--- src/sv/bpcw_pkg.sv ---
package bpcw_pkg;

   // Queue geometry between the front and the back
   localparam int FIFO_DEPTH = 4;
   localparam int FIFO_PTR_W = $clog2(FIFO_DEPTH);
   localparam int FIFO_CNT_W = $clog2(FIFO_DEPTH + 1);

   // Register map
   localparam logic CSR_CHANNEL  = 1'b0;
   localparam logic CSR_CRC_INIT = 1'b1;

   // Reset values of the registers
   localparam logic [5:0]  CHANNEL_RESET  = 6'd37;
   localparam logic [23:0] CRC_INIT_RESET = 24'h555555;

   // CRC-24 feedback and whitener tap
   localparam logic [23:0] CRC_POLY   = 24'h00065B;
   localparam logic [7:0]  WHITEN_TAP = 8'h11;
   localparam logic [7:0]  SEED_OR    = 8'h02;

   // Number of CRC bytes appended after the last payload byte
   localparam logic [1:0]  CRC_BYTES  = 2'd3;

   typedef struct packed {
      logic [7:0] data;
      logic       last;
      logic       first;
   } entry_type;

   typedef struct packed {
      logic [5:0]  channel;
      logic [23:0] crc_init;
   } cfg_type;

   function automatic logic [7:0] rev8(input logic [7:0] a);
      logic [7:0] v;
      for (int k = 0; k < 8; k++) begin
         v[7 - k] = a[k];
      end
      return v;
   endfunction

   function automatic logic [7:0] whiten_seed(input logic [5:0] channel);
      return rev8({2'b00, channel}) | SEED_OR;
   endfunction

   // Feed one byte into the CRC, least significant bit first
   function automatic logic [23:0] crc_feed(input logic [23:0] crc, input logic [7:0] d);
      logic [23:0] c;
      logic        top;
      c = crc;
      for (int k = 0; k < 8; k++) begin
         top = c[23];
         c   = {c[22:0], 1'b0};
         if (top != d[k]) begin
            c = c ^ CRC_POLY;
         end
      end
      return c;
   endfunction

   // Bits to invert in one byte for a given whitener state
   function automatic logic [7:0] whiten_mask(input logic [7:0] wht);
      logic [7:0] w;
      logic [7:0] m;
      w = wht;
      m = '0;
      for (int k = 0; k < 8; k++) begin
         if (w[7]) begin
            w    = w ^ WHITEN_TAP;
            m[k] = 1'b1;
         end
         w = {w[6:0], 1'b0};
      end
      return m;
   endfunction

   // Whitener state after one byte
   function automatic logic [7:0] whiten_next(input logic [7:0] wht);
      logic [7:0] w;
      w = wht;
      for (int k = 0; k < 8; k++) begin
         if (w[7]) begin
            w = w ^ WHITEN_TAP;
         end
         w = {w[6:0], 1'b0};
      end
      return w;
   endfunction

endpackage

--- src/sv/bpcw_front.sv ---
module bpcw_front (
   input  logic                clock,
   input  logic                reset,
   input  logic                req_tvalid,
   output logic                req_tready,
   input  logic [7:0]          req_tdata,   // [7:0] data_byte
   input  logic                req_tlast,   // last_byte
   input  logic                fifo_full,
   output logic                push,
   output bpcw_pkg::entry_type push_entry
);

   logic open_ff;
   logic open_in;

   // Accept while the queue has room
   assign req_tready = !fifo_full;
   assign push       = req_tvalid && req_tready;

   // Mark the first byte of each packet
   assign push_entry.data  = req_tdata;
   assign push_entry.last  = req_tlast;
   assign push_entry.first = !open_ff;

   // Track whether a packet is open
   always_comb begin
      open_in = open_ff;
      if (push) begin
         open_in = !req_tlast;
      end
   end

   always_ff @(posedge clock) begin
      if (reset) begin
         open_ff <= 1'b0;
      end else begin
         open_ff <= open_in;
      end
   end

endmodule

--- src/sv/bpcw_fifo.sv ---
module bpcw_fifo (
   input  logic                clock,
   input  logic                reset,
   input  logic                push,
   input  bpcw_pkg::entry_type push_entry,
   output logic                full,
   input  logic                pop,
   output logic                pop_valid,
   output bpcw_pkg::entry_type pop_entry
);

   bpcw_pkg::entry_type                  entries_ff [bpcw_pkg::FIFO_DEPTH];
   logic [bpcw_pkg::FIFO_PTR_W-1:0]      wr_ptr_ff, wr_ptr_in;
   logic [bpcw_pkg::FIFO_PTR_W-1:0]      rd_ptr_ff, rd_ptr_in;
   logic [bpcw_pkg::FIFO_CNT_W-1:0]      count_ff,  count_in;
   logic                                 do_pop;

   assign full      = (count_ff == bpcw_pkg::FIFO_CNT_W'(bpcw_pkg::FIFO_DEPTH));
   assign pop_valid = (count_ff != '0);
   assign pop_entry = entries_ff[rd_ptr_ff];
   assign do_pop    = pop && pop_valid;

   // Advance pointers and occupancy
   always_comb begin
      wr_ptr_in = wr_ptr_ff;
      rd_ptr_in = rd_ptr_ff;
      count_in  = count_ff;
      if (push) begin
         wr_ptr_in = wr_ptr_ff + 1'b1;
      end
      if (do_pop) begin
         rd_ptr_in = rd_ptr_ff + 1'b1;
      end
      if (push && !do_pop) begin
         count_in = count_ff + 1'b1;
      end else if (!push && do_pop) begin
         count_in = count_ff - 1'b1;
      end
   end

   always_ff @(posedge clock) begin
      if (reset) begin
         wr_ptr_ff <= '0;
         rd_ptr_ff <= '0;
         count_ff  <= '0;
      end else begin
         wr_ptr_ff <= wr_ptr_in;
         rd_ptr_ff <= rd_ptr_in;
         count_ff  <= count_in;
      end
   end

   // Store the transaction
   always_ff @(posedge clock) begin
      if (push) begin
         entries_ff[wr_ptr_ff] <= push_entry;
      end
   end

endmodule

--- src/sv/bpcw_back.sv ---
module bpcw_back (
   input  logic                clock,
   input  logic                reset,
   input  bpcw_pkg::cfg_type   cfg,
   input  logic                entry_valid,
   input  bpcw_pkg::entry_type entry,
   output logic                pop,
   output logic                rsp_tvalid,
   input  logic                rsp_tready,
   output logic [7:0]          rsp_tdata,   // [7:0] out_byte
   output logic                rsp_tuser,   // is_crc
   output logic                rsp_tlast    // packet_end
);

   logic [23:0] crc_ff,   crc_in;
   logic [7:0]  wht_ff,   wht_in;
   logic [1:0]  left_ff,  left_in;
   logic        valid_ff, valid_in;
   logic [7:0]  byte_ff,  byte_in;
   logic        crc_flag_ff, crc_flag_in;
   logic        end_ff,   end_in;

   logic        out_free;
   logic [23:0] crc_base;
   logic [7:0]  wht_base;
   logic [7:0]  crc_byte;

   assign out_free = !valid_ff || rsp_tready;
   assign pop      = out_free && (left_ff == '0) && entry_valid;

   // Reload CRC and whitener at the first byte of a packet
   assign crc_base = entry.first ? cfg.crc_init : crc_ff;
   assign wht_base = entry.first ? bpcw_pkg::whiten_seed(cfg.channel) : wht_ff;

   // Pick the CRC byte, high byte first
   always_comb begin
      case (left_ff)
         2'd3:    crc_byte = crc_ff[23:16];
         2'd2:    crc_byte = crc_ff[15:8];
         default: crc_byte = crc_ff[7:0];
      endcase
   end

   // Emit a CRC byte or a payload byte when the output stage frees up
   always_comb begin
      crc_in      = crc_ff;
      wht_in      = wht_ff;
      left_in     = left_ff;
      valid_in    = valid_ff;
      byte_in     = byte_ff;
      crc_flag_in = crc_flag_ff;
      end_in      = end_ff;
      if (out_free) begin
         valid_in = 1'b0;
         if (left_ff != '0) begin
            byte_in     = bpcw_pkg::rev8(bpcw_pkg::rev8(crc_byte) ^
                                         bpcw_pkg::whiten_mask(wht_ff));
            wht_in      = bpcw_pkg::whiten_next(wht_ff);
            left_in     = left_ff - 1'b1;
            valid_in    = 1'b1;
            crc_flag_in = 1'b1;
            end_in      = (left_ff == 2'd1);
         end else if (entry_valid) begin
            byte_in     = bpcw_pkg::rev8(entry.data ^ bpcw_pkg::whiten_mask(wht_base));
            wht_in      = bpcw_pkg::whiten_next(wht_base);
            crc_in      = bpcw_pkg::crc_feed(crc_base, entry.data);
            left_in     = entry.last ? bpcw_pkg::CRC_BYTES : 2'd0;
            valid_in    = 1'b1;
            crc_flag_in = 1'b0;
            end_in      = 1'b0;
         end
      end
   end

   always_ff @(posedge clock) begin
      if (reset) begin
         left_ff  <= '0;
         valid_ff <= 1'b0;
      end else begin
         left_ff  <= left_in;
         valid_ff <= valid_in;
      end
   end

   // Hold datapath state and the output payload
   always_ff @(posedge clock) begin
      crc_ff      <= crc_in;
      wht_ff      <= wht_in;
      byte_ff     <= byte_in;
      crc_flag_ff <= crc_flag_in;
      end_ff      <= end_in;
   end

   assign rsp_tvalid = valid_ff;
   assign rsp_tdata  = byte_ff;
   assign rsp_tuser  = crc_flag_ff;
   assign rsp_tlast  = end_ff;

endmodule

--- src/sv/ble_packet_crc_whiten_encoder.sv ---
// A payload byte goes from req through a queue entry and the engine's output
// register to rsp. Throughput: one payload byte per cycle while rsp_tready is
// high; the three CRC bytes after a packet's last byte hold the engine.
// A four-entry queue between the input stage and the engine absorbs stalls.
// Reset (synchronous, active high) empties the queue, closes any open packet
// and restores channel 37 and CRC start value 0x555555.
module ble_packet_crc_whiten_encoder (
   input  logic        clock,
   input  logic        reset,
   input  logic        req_tvalid,
   output logic        req_tready,
   input  logic [7:0]  req_tdata,   // [7:0] data_byte
   input  logic        req_tlast,   // last_byte
   output logic        rsp_tvalid,
   input  logic        rsp_tready,
   output logic [7:0]  rsp_tdata,   // [7:0] out_byte
   output logic        rsp_tuser,   // is_crc
   output logic        rsp_tlast,   // packet_end
   input  logic        csr_valid,
   output logic        csr_ready,
   input  logic        csr_index,
   input  logic [23:0] csr_data
);

   logic [5:0]          channel_ff,  channel_in;
   logic [23:0]         crc_init_ff, crc_init_in;
   bpcw_pkg::cfg_type   cfg;
   bpcw_pkg::entry_type push_entry;
   bpcw_pkg::entry_type pop_entry;
   logic                push;
   logic                pop;
   logic                fifo_full;
   logic                pop_valid;

   assign csr_ready = 1'b1;

   // Decode register writes
   always_comb begin
      channel_in  = channel_ff;
      crc_init_in = crc_init_ff;
      if (csr_valid && csr_ready) begin
         unique case (csr_index)
            bpcw_pkg::CSR_CHANNEL:  channel_in  = csr_data[5:0];
            bpcw_pkg::CSR_CRC_INIT: crc_init_in = csr_data;
            default:                channel_in  = channel_ff;
         endcase
      end
   end

   always_ff @(posedge clock) begin
      if (reset) begin
         channel_ff  <= bpcw_pkg::CHANNEL_RESET;
         crc_init_ff <= bpcw_pkg::CRC_INIT_RESET;
      end else begin
         channel_ff  <= channel_in;
         crc_init_ff <= crc_init_in;
      end
   end

   assign cfg.channel  = channel_ff;
   assign cfg.crc_init = crc_init_ff;

   bpcw_front u_front (
      .clock      (clock),
      .reset      (reset),
      .req_tvalid (req_tvalid),
      .req_tready (req_tready),
      .req_tdata  (req_tdata),
      .req_tlast  (req_tlast),
      .fifo_full  (fifo_full),
      .push       (push),
      .push_entry (push_entry)
   );

   bpcw_fifo u_fifo (
      .clock      (clock),
      .reset      (reset),
      .push       (push),
      .push_entry (push_entry),
      .full       (fifo_full),
      .pop        (pop),
      .pop_valid  (pop_valid),
      .pop_entry  (pop_entry)
   );

   bpcw_back u_back (
      .clock       (clock),
      .reset       (reset),
      .cfg         (cfg),
      .entry_valid (pop_valid),
      .entry       (pop_entry),
      .pop         (pop),
      .rsp_tvalid  (rsp_tvalid),
      .rsp_tready  (rsp_tready),
      .rsp_tdata   (rsp_tdata),
      .rsp_tuser   (rsp_tuser),
      .rsp_tlast   (rsp_tlast)
   );

endmodule

--- config.mk ---
export PLATFORM = sky130hd
export DESIGN_NAME = ble_packet_crc_whiten_encoder
export DESIGN_NICKNAME = d
export VERILOG_FILES = /design/src/sv/bpcw_pkg.sv /design/src/sv/bpcw_front.sv /design/src/sv/bpcw_fifo.sv /design/src/sv/bpcw_back.sv /design/src/sv/ble_packet_crc_whiten_encoder.sv
export SDC_FILE = /design/constraint.sdc
export NUM_CORES = 1
export LEC_CHECK = 0
export ABC_CLOCK_PERIOD_IN_PS = 4850
export BUFFER_PORTS_ARGS = -buffer_cell sky130_fd_sc_hd__buf_2
export CORE_MARGIN = 2
export CORE_UTILIZATION = 49
export CTS_CLUSTER_SIZE = 12
export DETAILED_ROUTE_END_ITERATION = 8
export PLACE_DENSITY = 0.68
export SLEW_MARGIN = 25
export SYNTH_ARGS = -nofsm -noshare
export SYNTH_HDL_FRONTEND = slang
export SYNTH_SLANG_ARGS = --single-unit
export TNS_END_PERCENT = 30
--- constraint.sdc ---
create_clock -name clock -period 4.85 [get_ports clock]
set_input_delay 0.485 -clock clock [delete_from_list [all_inputs] [get_ports clock]]
set_output_delay 0.485 -clock clock [all_outputs]
set_load 0.1 [all_outputs]
# Word level (Yosys, flattened, before mapping)
# Memory sizes are Yosys's and may differ from the RTL's. A register that Yosys moved wholly into a read port is not among the register bits.
# Cells that the tools add are included.
# classes
n_eq_ne,12
mux,156
n_addsub,5
bitwise,28
n_reduce_logical,22
# op_table
cell,count
$mux 24,22
$mux 7,35
$mux 11,8
$mux 5,16
$mux 1,62
$not 7->7,8
$mux 8,5
$not 2->2,16
$pmux 8 s2,1
$xor 8x8->8,2
$mux 2,5
$ne 1x1->1,8
$logic_and 1x1->1,6
$logic_not 1->1,6
$mux 3,2
$reduce_and 2->1,3
$reduce_bool 2->1,3
$add 2x1->2 const B,2
$eq 2x2->1 const B,2
$add 3x1->3 const B,1
$eq 3x3->1 const B,1
$reduce_and 3->1,1
$reduce_bool 3->1,1
$sub 3x1->3 const B,1
other kinds (5),6
# totals
mem_count,1
inputBits,39
word_cells,238
reg_bits,82
output_inout_bits,13
ramBits,40
# mem_list
memory,depth,width,read_ports,rd_clocked_by_memory_dff,wr,line_no,source
u_fifo.entries_ff,4,10,1,1,1,bpcw_fifo.sv:12,bpcw_pkg::entry_type entries_ff [bpcw_pkg::FIFO_DEPTH];

# Depth between registers and ports, before layout
# Gate-level depths: netlist of the first run.
# logic_depth
ltp_word,43
ltp_mapped,10
depth_no_buf,10

# By module
# Synthesis of the first run repeated with hierarchy kept, for this count alone.
# unflattened
cells_unflattened,466
hier_area_um2,6224.7
# modules_own_cells
module,cells_each,n_inst,seq_area_each_um2,area_per_inst_um2
bpcw_back,230,1,1291.2,2939.1
bpcw_fifo,96,1,1381.3,1904.3
ble_packet_crc_whiten_encoder,125,1,600.6,1260.0
bpcw_front,15,1,20.0,121.4

# Worst setup path before layout of the first run
# OpenSTA, ideal clock, no wires.
# synth_path
path_type,reg-to-reg
startpoint,register u_back.valid_ff (netlist: u_back.rsp_tvalid)
endpoint,register u_fifo.count_ff[2] (netlist bit)
arrival_ns,3.991
period_less_slack_ns,4.061
n_path_buf,0
setup_time_ns,0.070
path_stages_with_launch,10
slack_ns,0.789
required_ns,4.780
path_cell_list,dfxtp_1 nor2b_1 nor3_1 inv_1 ha_1 inv_1 fa_1 xor2_1 or3_1 a21oi_1
# synth_via
elab_chain_cells,8
elab_cells_between_ends,10
cone_classes,mux: 1; reduce/logical: 9
# synth_lines
item,line_no,source
from (decl),bpcw_back.sv:18,"logic valid_ff, valid_in;"
from (signal assigned),bpcw_back.sv:81,valid_ff <= valid_in;
$logic_not 1->1 *,bpcw_back.sv:28,assign out_free = !valid_ff || rsp_tready;
$logic_or 1x1->1 *,bpcw_back.sv:28,
$logic_and 1x1->1 * (2 in a row),bpcw_back.sv:29,assign pop = out_free && (left_ff == '0) && entry_valid;
via pop,ble_packet_crc_whiten_encoder.sv:31,logic pop;
$logic_and 1x1->1 *,bpcw_fifo.sv:21,assign do_pop = pop && pop_valid;
$logic_not 1->1,bpcw_fifo.sv:34,if (push && !do_pop) begin
$logic_and 1x1->1,bpcw_fifo.sv:34,
$mux 3 / $reduce_bool 2->1 (equally long branches),-,
to (signal assigned),bpcw_fifo.sv:49,count_ff <= count_in;
to (decl),bpcw_fifo.sv:15,"logic [bpcw_pkg::FIFO_CNT_W-1:0] count_ff, count_in;"
# The timed path passes the listed nets; every way through them passes the cells marked *.
# A chain may end at the register's enable or synchronous reset.

==> results.toml, run 1 <==
[power]
clkPwrFrac_pct = 21.7
p_leak_nw = 2.69
p_seq_share_pct = 32.2
comb_power_share_pct = 46.1
ir_drop_mv = 0.369
swShare_pct = 37.9
pwr_density_cell_nw_per_um2 = 842
p_switching_mw = 2.19
intPower_mw = 3.59

[setup_path]
r2r_cells = 6
critPathCapture = "u_back.crc_ff[9]$_DFFE_PP_"
critPathKind = "reg -> reg"
worstReg2RegEnd = "u_back.crc_ff[9]$_DFFE_PP_"
critPathCaptureType = "register"
cp.required_ps = 5010
r2r_slack_ps = 1560
arrival_ps = 3450
startpoint_type = "register"
worstPathMaxFanout = 18

[drt]
drtIter0Drc = 215
wl_um = 11900
avgViaCountPerCell = 5.30
wl_per_cell_um = 17.9
drtPass1Iterations = 7
vias = 3538
drc = 0
detail-route-antenna-nets = 0

[sta]
post-route-min-period_ps = 3290
fin_setup_tns_ps = 0
slew-limit-headroom_pct = 39.5
finalCritPeriodShare_pct = 67.8
rsz0062_at_grt = "no"
setup_violations = 0
drv_slew = 0
fin_skew_ps = 8.80
finalHoldViolCount = 0
tightest_slew_ps = 907
fmax_mhz = 304

[hold_path]
min_path_type = "in -> reg"
worstHoldStart = "csr_data[6]"

[clock_tree]
cts_made_buffers = 17
cts_tree = "built"
clockBufferDepth = 2
cts.repair_timing.setup_buffer_count = 0
cts_sinks = 124
holdBufCountCts = 0
clockRootBuffer = "clkbuf_16"
cts_max_level = 4
post_cts_resized = 0
clkLatencyLatePin_ps = 420
path_clk_slew_ps = 60

[global_route]
antenna_found_initial = 0
grt_use_total_pct = 19.8
grt_pass1_vias = 3521
grt_max_degree = 43
overflow = 0
grt_pass1_wl_um = 18800

[synthesis]
synth.avg_cell_area_um2 = 12.9
syn_nets = 508
synth_edf_count = 81
ys_types = 41
synth_adder_area_share_pct = 1.39
ys_seq_elements = 124
synth_warnings = 0
async_reset_ff_share_pct = 0
mappedNetlistArea_um2 = 5960
synth_xor_area_share_pct = 14.1
ys.flop_type = "edfxtp_1"
synthSimpleGateAreaFrac_pct = 9.07
ys_seq_area_share_pct = 55.2
syn_inst = 463
synth_compound_area_share_pct = 4.85
synthMuxAreaShare_pct = 12.4
synth_top_family_by_area = "XOR/XNOR gates"

[placement]
dpl.hpwl_um = 8500
place.gp.congestion = 0.822
io_buffers = 50
placed_area_um2 = 6280

[cells_and_area]
drive_above_1_share_pct = 20.2
final_area_um2 = 6870
nets = 553
area_growth_pct = 15.2
diodes = 0

[die]
dieArea_um2 = 13100
rows = 40
io_pins = 52
core_area_um2 = 12000
die_h_um = 114
start_util_pct = 49.8
die_x_um = 114

[job]
maxCapViolCount = 0

[run_status]
status = "finished, final reports clean"
-- layer usage --
metal	track usage [%]	part of all wire, %	up-vias	wire length [um]
li1	-	-	1730	-
met1	26.1	45	1711	5350
met2	31.7	49	83	5840
met3	5.82	4.9	14	589
met4	6.34	1.4	0	164
met5	0	0	-	0
-- critical path: stages, from the launching register on --
cell and delay, ps:
dfxtp_1 650, mux4_2 880, buf_4 340, mux2i_1 260, xnor2_2 190, xor2_2 340, xnor3_1 370
-- flip-flops by register name (all words and copies together) (netlist names), 3 cells and up, named ones only --
name               cells
channel_ff             6
u_fifo.count_ff        3
crc_init_ff           24
u_fifo.entries_ff     40
u_back.crc_ff         24
u_back.wht_ff          7
u_back.rsp_tdata       8
-- cell usage in the layout (no fill, tap or decap), types with 7 or more instances in the layout --
master	count
a21oi_1	30
buf_2	50
clkbuf_16	17
dfxtp_1	43
edfxtp_1	81
inv_1	9
mux2i_1	36
mux4_1	8
nand2_1	56
nand3b_1	12
nor2_1	35
nor2b_1	7
xnor2_1	29
xnor3_1	7
xor2_1	23
-- how the worst min path moves through the flow --
| stage | to | slack [ps] | cells after the start |
|---|---|---|---|
| floorplan | crc_init_ff[10]$_SDFFE_PP1P_ | 430 | 2 |
| global placement | crc_init_ff[11]$_SDFFE_PP0P_ | 450 | 2 |
| detailed placement | crc_init_ff[11]$_SDFFE_PP0P_ | 460 | 2 |
| CTS | u_fifo.entries_ff[2][5]$_DFFE_PP_ | 260 | 1 |
| global route | u_fifo.entries_ff[3][9]$_DFFE_PP_ | 270 | 1 |
| finish | crc_init_ff[6]$_SDFFE_PP1P_ | 280 | 3 |
-- logic make-up (layout without fill, tap and decap cells) --
logic type               Yosys count  after routing
flip-flops                       124            124
AND/OR/NAND/NOR                  121            121
XOR/XNOR                          71             71
multiplexers                      55             55
AO/OA/AOI/OAI                     49             49
buffers and inverters             36             94
adder cells (fa/ha/maj)            6              6
other                              1              1
-- metrics by stage --
step / power, mW / hold slack (ps) / util (%) / worst slack [ps] / std cells
after floorplan: 4.07 / 432 / - / 789 / 463
after global placement: 4.50 / 450 / 52.5 / 1580 / 636
after detailed placement: 4.57 / 456 / 52.5 / 1520 / 636
after CTS: 5.83 / 263 / 57.4 / 1510 / 668
after global routing: 6.11 / 273 / 57.4 / 1350 / 668
final: 5.79 / 277 / 57.4 / 1560 / 668
-- final cells by class --
cell class,instances,area (um2)
clock buffer,19,433
sequential,124,3290
inverter,9,33.8
multi-input combinational,303,2500
fill,991,5090
timing repair buffer,53,273
tap,147,184
clock inverter,13,151
-- cell usage after synthesis (4+ instances only) --
library cell  count  area (um2)
xor2_2            4        65.1
nand3b_1         12        90.1
edfxtp_1         81        2430
xnor2_1          29         254
mux4_1            8         210
xnor2_2           5        81.3
inv_1             9        33.8
xnor3_1           7         158
dfxtp_1          43         861
ha_1              5        62.6
nor2b_1           7        43.8
and3_1            4        25.0
mux2_2            6        67.6
nor2_1           35         131
clkbuf_1         20        75.1
mux2i_1          36         360
o21ai_0           6        30.0
nand2_1          56         210
a21oi_1          30         150
a211oi_1          4        30.0
xor2_1           23         201
-- power groups by stage --
stage | Combinational, mW | Sequential [mW] | Clock, mW
detailed placement | 2.68 | 1.88 | 0
floorplan | 1.93 | 2.14 | 0
global route | 2.89 | 1.90 | 1.32
finish | 2.67 | 1.86 | 1.25
CTS | 2.69 | 1.87 | 1.27
global placement | 2.62 | 1.88 | 0
No activity file was read; power rests on OpenSTA's default activity.
==> inputs of run 2 (changes only) <==
--- a/config.mk
+++ b/config.mk
@@ -5,13 +5,13 @@
 export SDC_FILE = /design/constraint.sdc
 export NUM_CORES = 1
 export LEC_CHECK = 0
-export ABC_CLOCK_PERIOD_IN_PS = 4850
+export ABC_CLOCK_PERIOD_IN_PS = 2700
 export BUFFER_PORTS_ARGS = -buffer_cell sky130_fd_sc_hd__buf_2
 export CORE_MARGIN = 2
 export CORE_UTILIZATION = 49
 export CTS_CLUSTER_SIZE = 12
 export DETAILED_ROUTE_END_ITERATION = 8
-export PLACE_DENSITY = 0.68
+export PLACE_DENSITY = 0.7
 export SLEW_MARGIN = 25
 export SYNTH_ARGS = -nofsm -noshare
 export SYNTH_HDL_FRONTEND = slang
==> constraint.sdc (replaced) <==
create_clock -name clock -period 2.7 [get_ports clock]
set_input_delay 0.27 -clock clock [delete_from_list [all_inputs] [get_ports clock]]
set_output_delay 0.27 -clock clock [all_outputs]
set_load 0.1 [all_outputs]
==> run 2 against run 1 <==
  * Clock power grew 94%
  * Cell count up 2.4%
  * Sequential share of layout area down 1.3 points
  * Non-clock buffer count grew 16
  * Via count increased by 3.0%
  * Setup slack got worse by 1500 ps
  * Utilization grew 1.6 points
  * Total power up 88%
  * Design area up 2.8%
  * Critical endpoint is now u_back.crc_ff[10]$_DFFE_PP_
  * Largest cell class unchanged
  * Hold slack lost 210 ps
  * Die area unchanged
  * First-iteration DRC count increased by 1.9%
==> results.toml, run 2 (synthesis results as in run 1) <==
[placement]
place.gp.congestion = 0.835
io_buffers = 50
placedCellCount = 648
dpl.hpwl_um = 8650

[cells_and_area]
nets = 569
multi_input_area_um2 = 2510
fillers = 933
seqCellArea_um2 = 3290
drive_above_1_share_pct = 23.1
largest_reg_flops = 40
top_register = "u_fifo.entries_ff"
largestRegisters = "u_fifo.entries_ff: 40 flops, crc_init_ff: 24 flops, u_back.crc_ff: 24 flops"
diodes = 0
fin_cells = 684
final_common_cell = "edfxtp_1"
area_growth_pct = 18.4
mostFrequentLayoutCells = "81 x edfxtp_1, 55 x nand2_1, 50 x buf_2"

[hold_path]
hold_depth = 1
min_path_type = "in -> reg"

[drt]
detail-route-antenna-nets = 0
avgViaCountPerCell = 5.33
wl_um = 12200
vias = 3643
drc = 0
drtPass1Iterations = 4
drtIter0Drc = 219
wl_per_cell_um = 17.9

[sta]
finalHoldViolCount = 0
setup_violations = 0
tightest_slew_ps = 882
fmax_mhz = 384
drv_slew = 0
fin_skew_ps = 7.19
rsz0062_at_grt = "no"
finalCritPeriodShare_pct = 96.4
hold_ws_ps = 68.6
fin_setup_tns_ps = 0
post-route-min-period_ps = 2600
slew-limit-headroom_pct = 41.1

[clock_tree]
clkLatencyLatePin_ps = 410
path_clk_slew_ps = 60
holdBufCountCts = 0
clockRootBuffer = "clkbuf_16"
cts_tree = "built"
cts_max_level = 4
cts_made_buffers = 17
cts_sinks = 124
clockBufferDepth = 2

[setup_path]
critPathKind = "reg -> reg"
worstPathMaxFanout = 9
critPathCaptureType = "register"
startpoint_type = "register"
cp.required_ps = 2860
r2r_cells = 5
arrival_ps = 2760

[die]
dieArea_um2 = 13100
core_area_um2 = 12000
start_util_pct = 49.8
rows = 40
die_x_um = 114
io_pins = 52
die_h_um = 114

[power]
p_leak_nw = 2.80
ir_drop_mv = 0.664
pwr_density_cell_nw_per_um2 = 1540

[global_route]
grt_pass1_wl_um = 19200
grt_use_total_pct = 20.3
overflow = 0
grt_pass1_vias = 3614
antenna_found_initial = 0
grt_max_degree = 43

[job]
maxCapViolCount = 0

[run_status]
status = "finished, final reports clean"
==> run 2: worst paths after layout <==
kind,start,end,slack (ps)
setup / recovery,register,u_back.crc_ff[10]$_DFFE_PP_,100
hold / removal,req_tdata[3],u_fifo.entries_ff[0][5]$_DFFE_PP_,70
setup reg to reg,register,u_back.crc_ff[10]$_DFFE_PP_,100
hold reg to reg,crc_init_ff[5]$_SDFFE_PP0P_,crc_init_ff[5]$_SDFFE_PP0P_,460
==> run 2: worst max-delay path, stage by stage (launching register included) <==
cell and delay (ps):
dfxtp_1 360, buf_4 220, mux4_1 720, xnor2_4 340, xor2_1 260, xnor3_1 440
==> run 2: cell type report <==
cell class | instances | share of cell area [%]
clock buffer | 19 | 6.13
timing repair buffer | 69 | 5.74
inverter | 9 | 0.478
sequential | 124 | 46.7
multi-input combinational | 303 | 35.6
clock inverter | 13 | 2.78
tap | 147 | 2.60
==> run 2: routing by layer <==
layer / up-vias / global-route usage [%] / routed length, um / share of wire (%)
li1: 1756 / - / - / -
met1: 1759 / 26.5 / 5450 / 45
met2: 111 / 32.2 / 5920 / 48
met3: 17 / 6.14 / 641 / 5.2
met4: 0 / 7.48 / 217 / 1.8
met5: - / 0 / 0 / 0
==> run 2: report_power, final <==
group / internal, mW / switching (mW) / leakage (nW)
clock network: 1.63 / 0.806 / 0.305
logic: 2.23 / 2.93 / 1.38
registers: 2.98 / 0.292 / 1.11
total: 6.84 / 4.03 / 2.80
==> run 2: stage by stage <==
stage,worst slack [ps],area [um2],utilization [%],power [mW]
3_3_place_gp,125,6380,53.4,8.28
6_report,98.2,7060,59.0,10.9
5_1_grt,8.31,7060,59.0,11.4
2_1_floorplan,86.7,5980,-,7.32
3_5_place_dp,42.1,6380,53.4,8.40
4_1_cts,7.21,7010,58.6,10.9
==> run 2: repair_timing <==
action,in CTS,in global routing
setup buffers,0,4
setup endpoints to repair,0,3
gates resized for setup,0,1
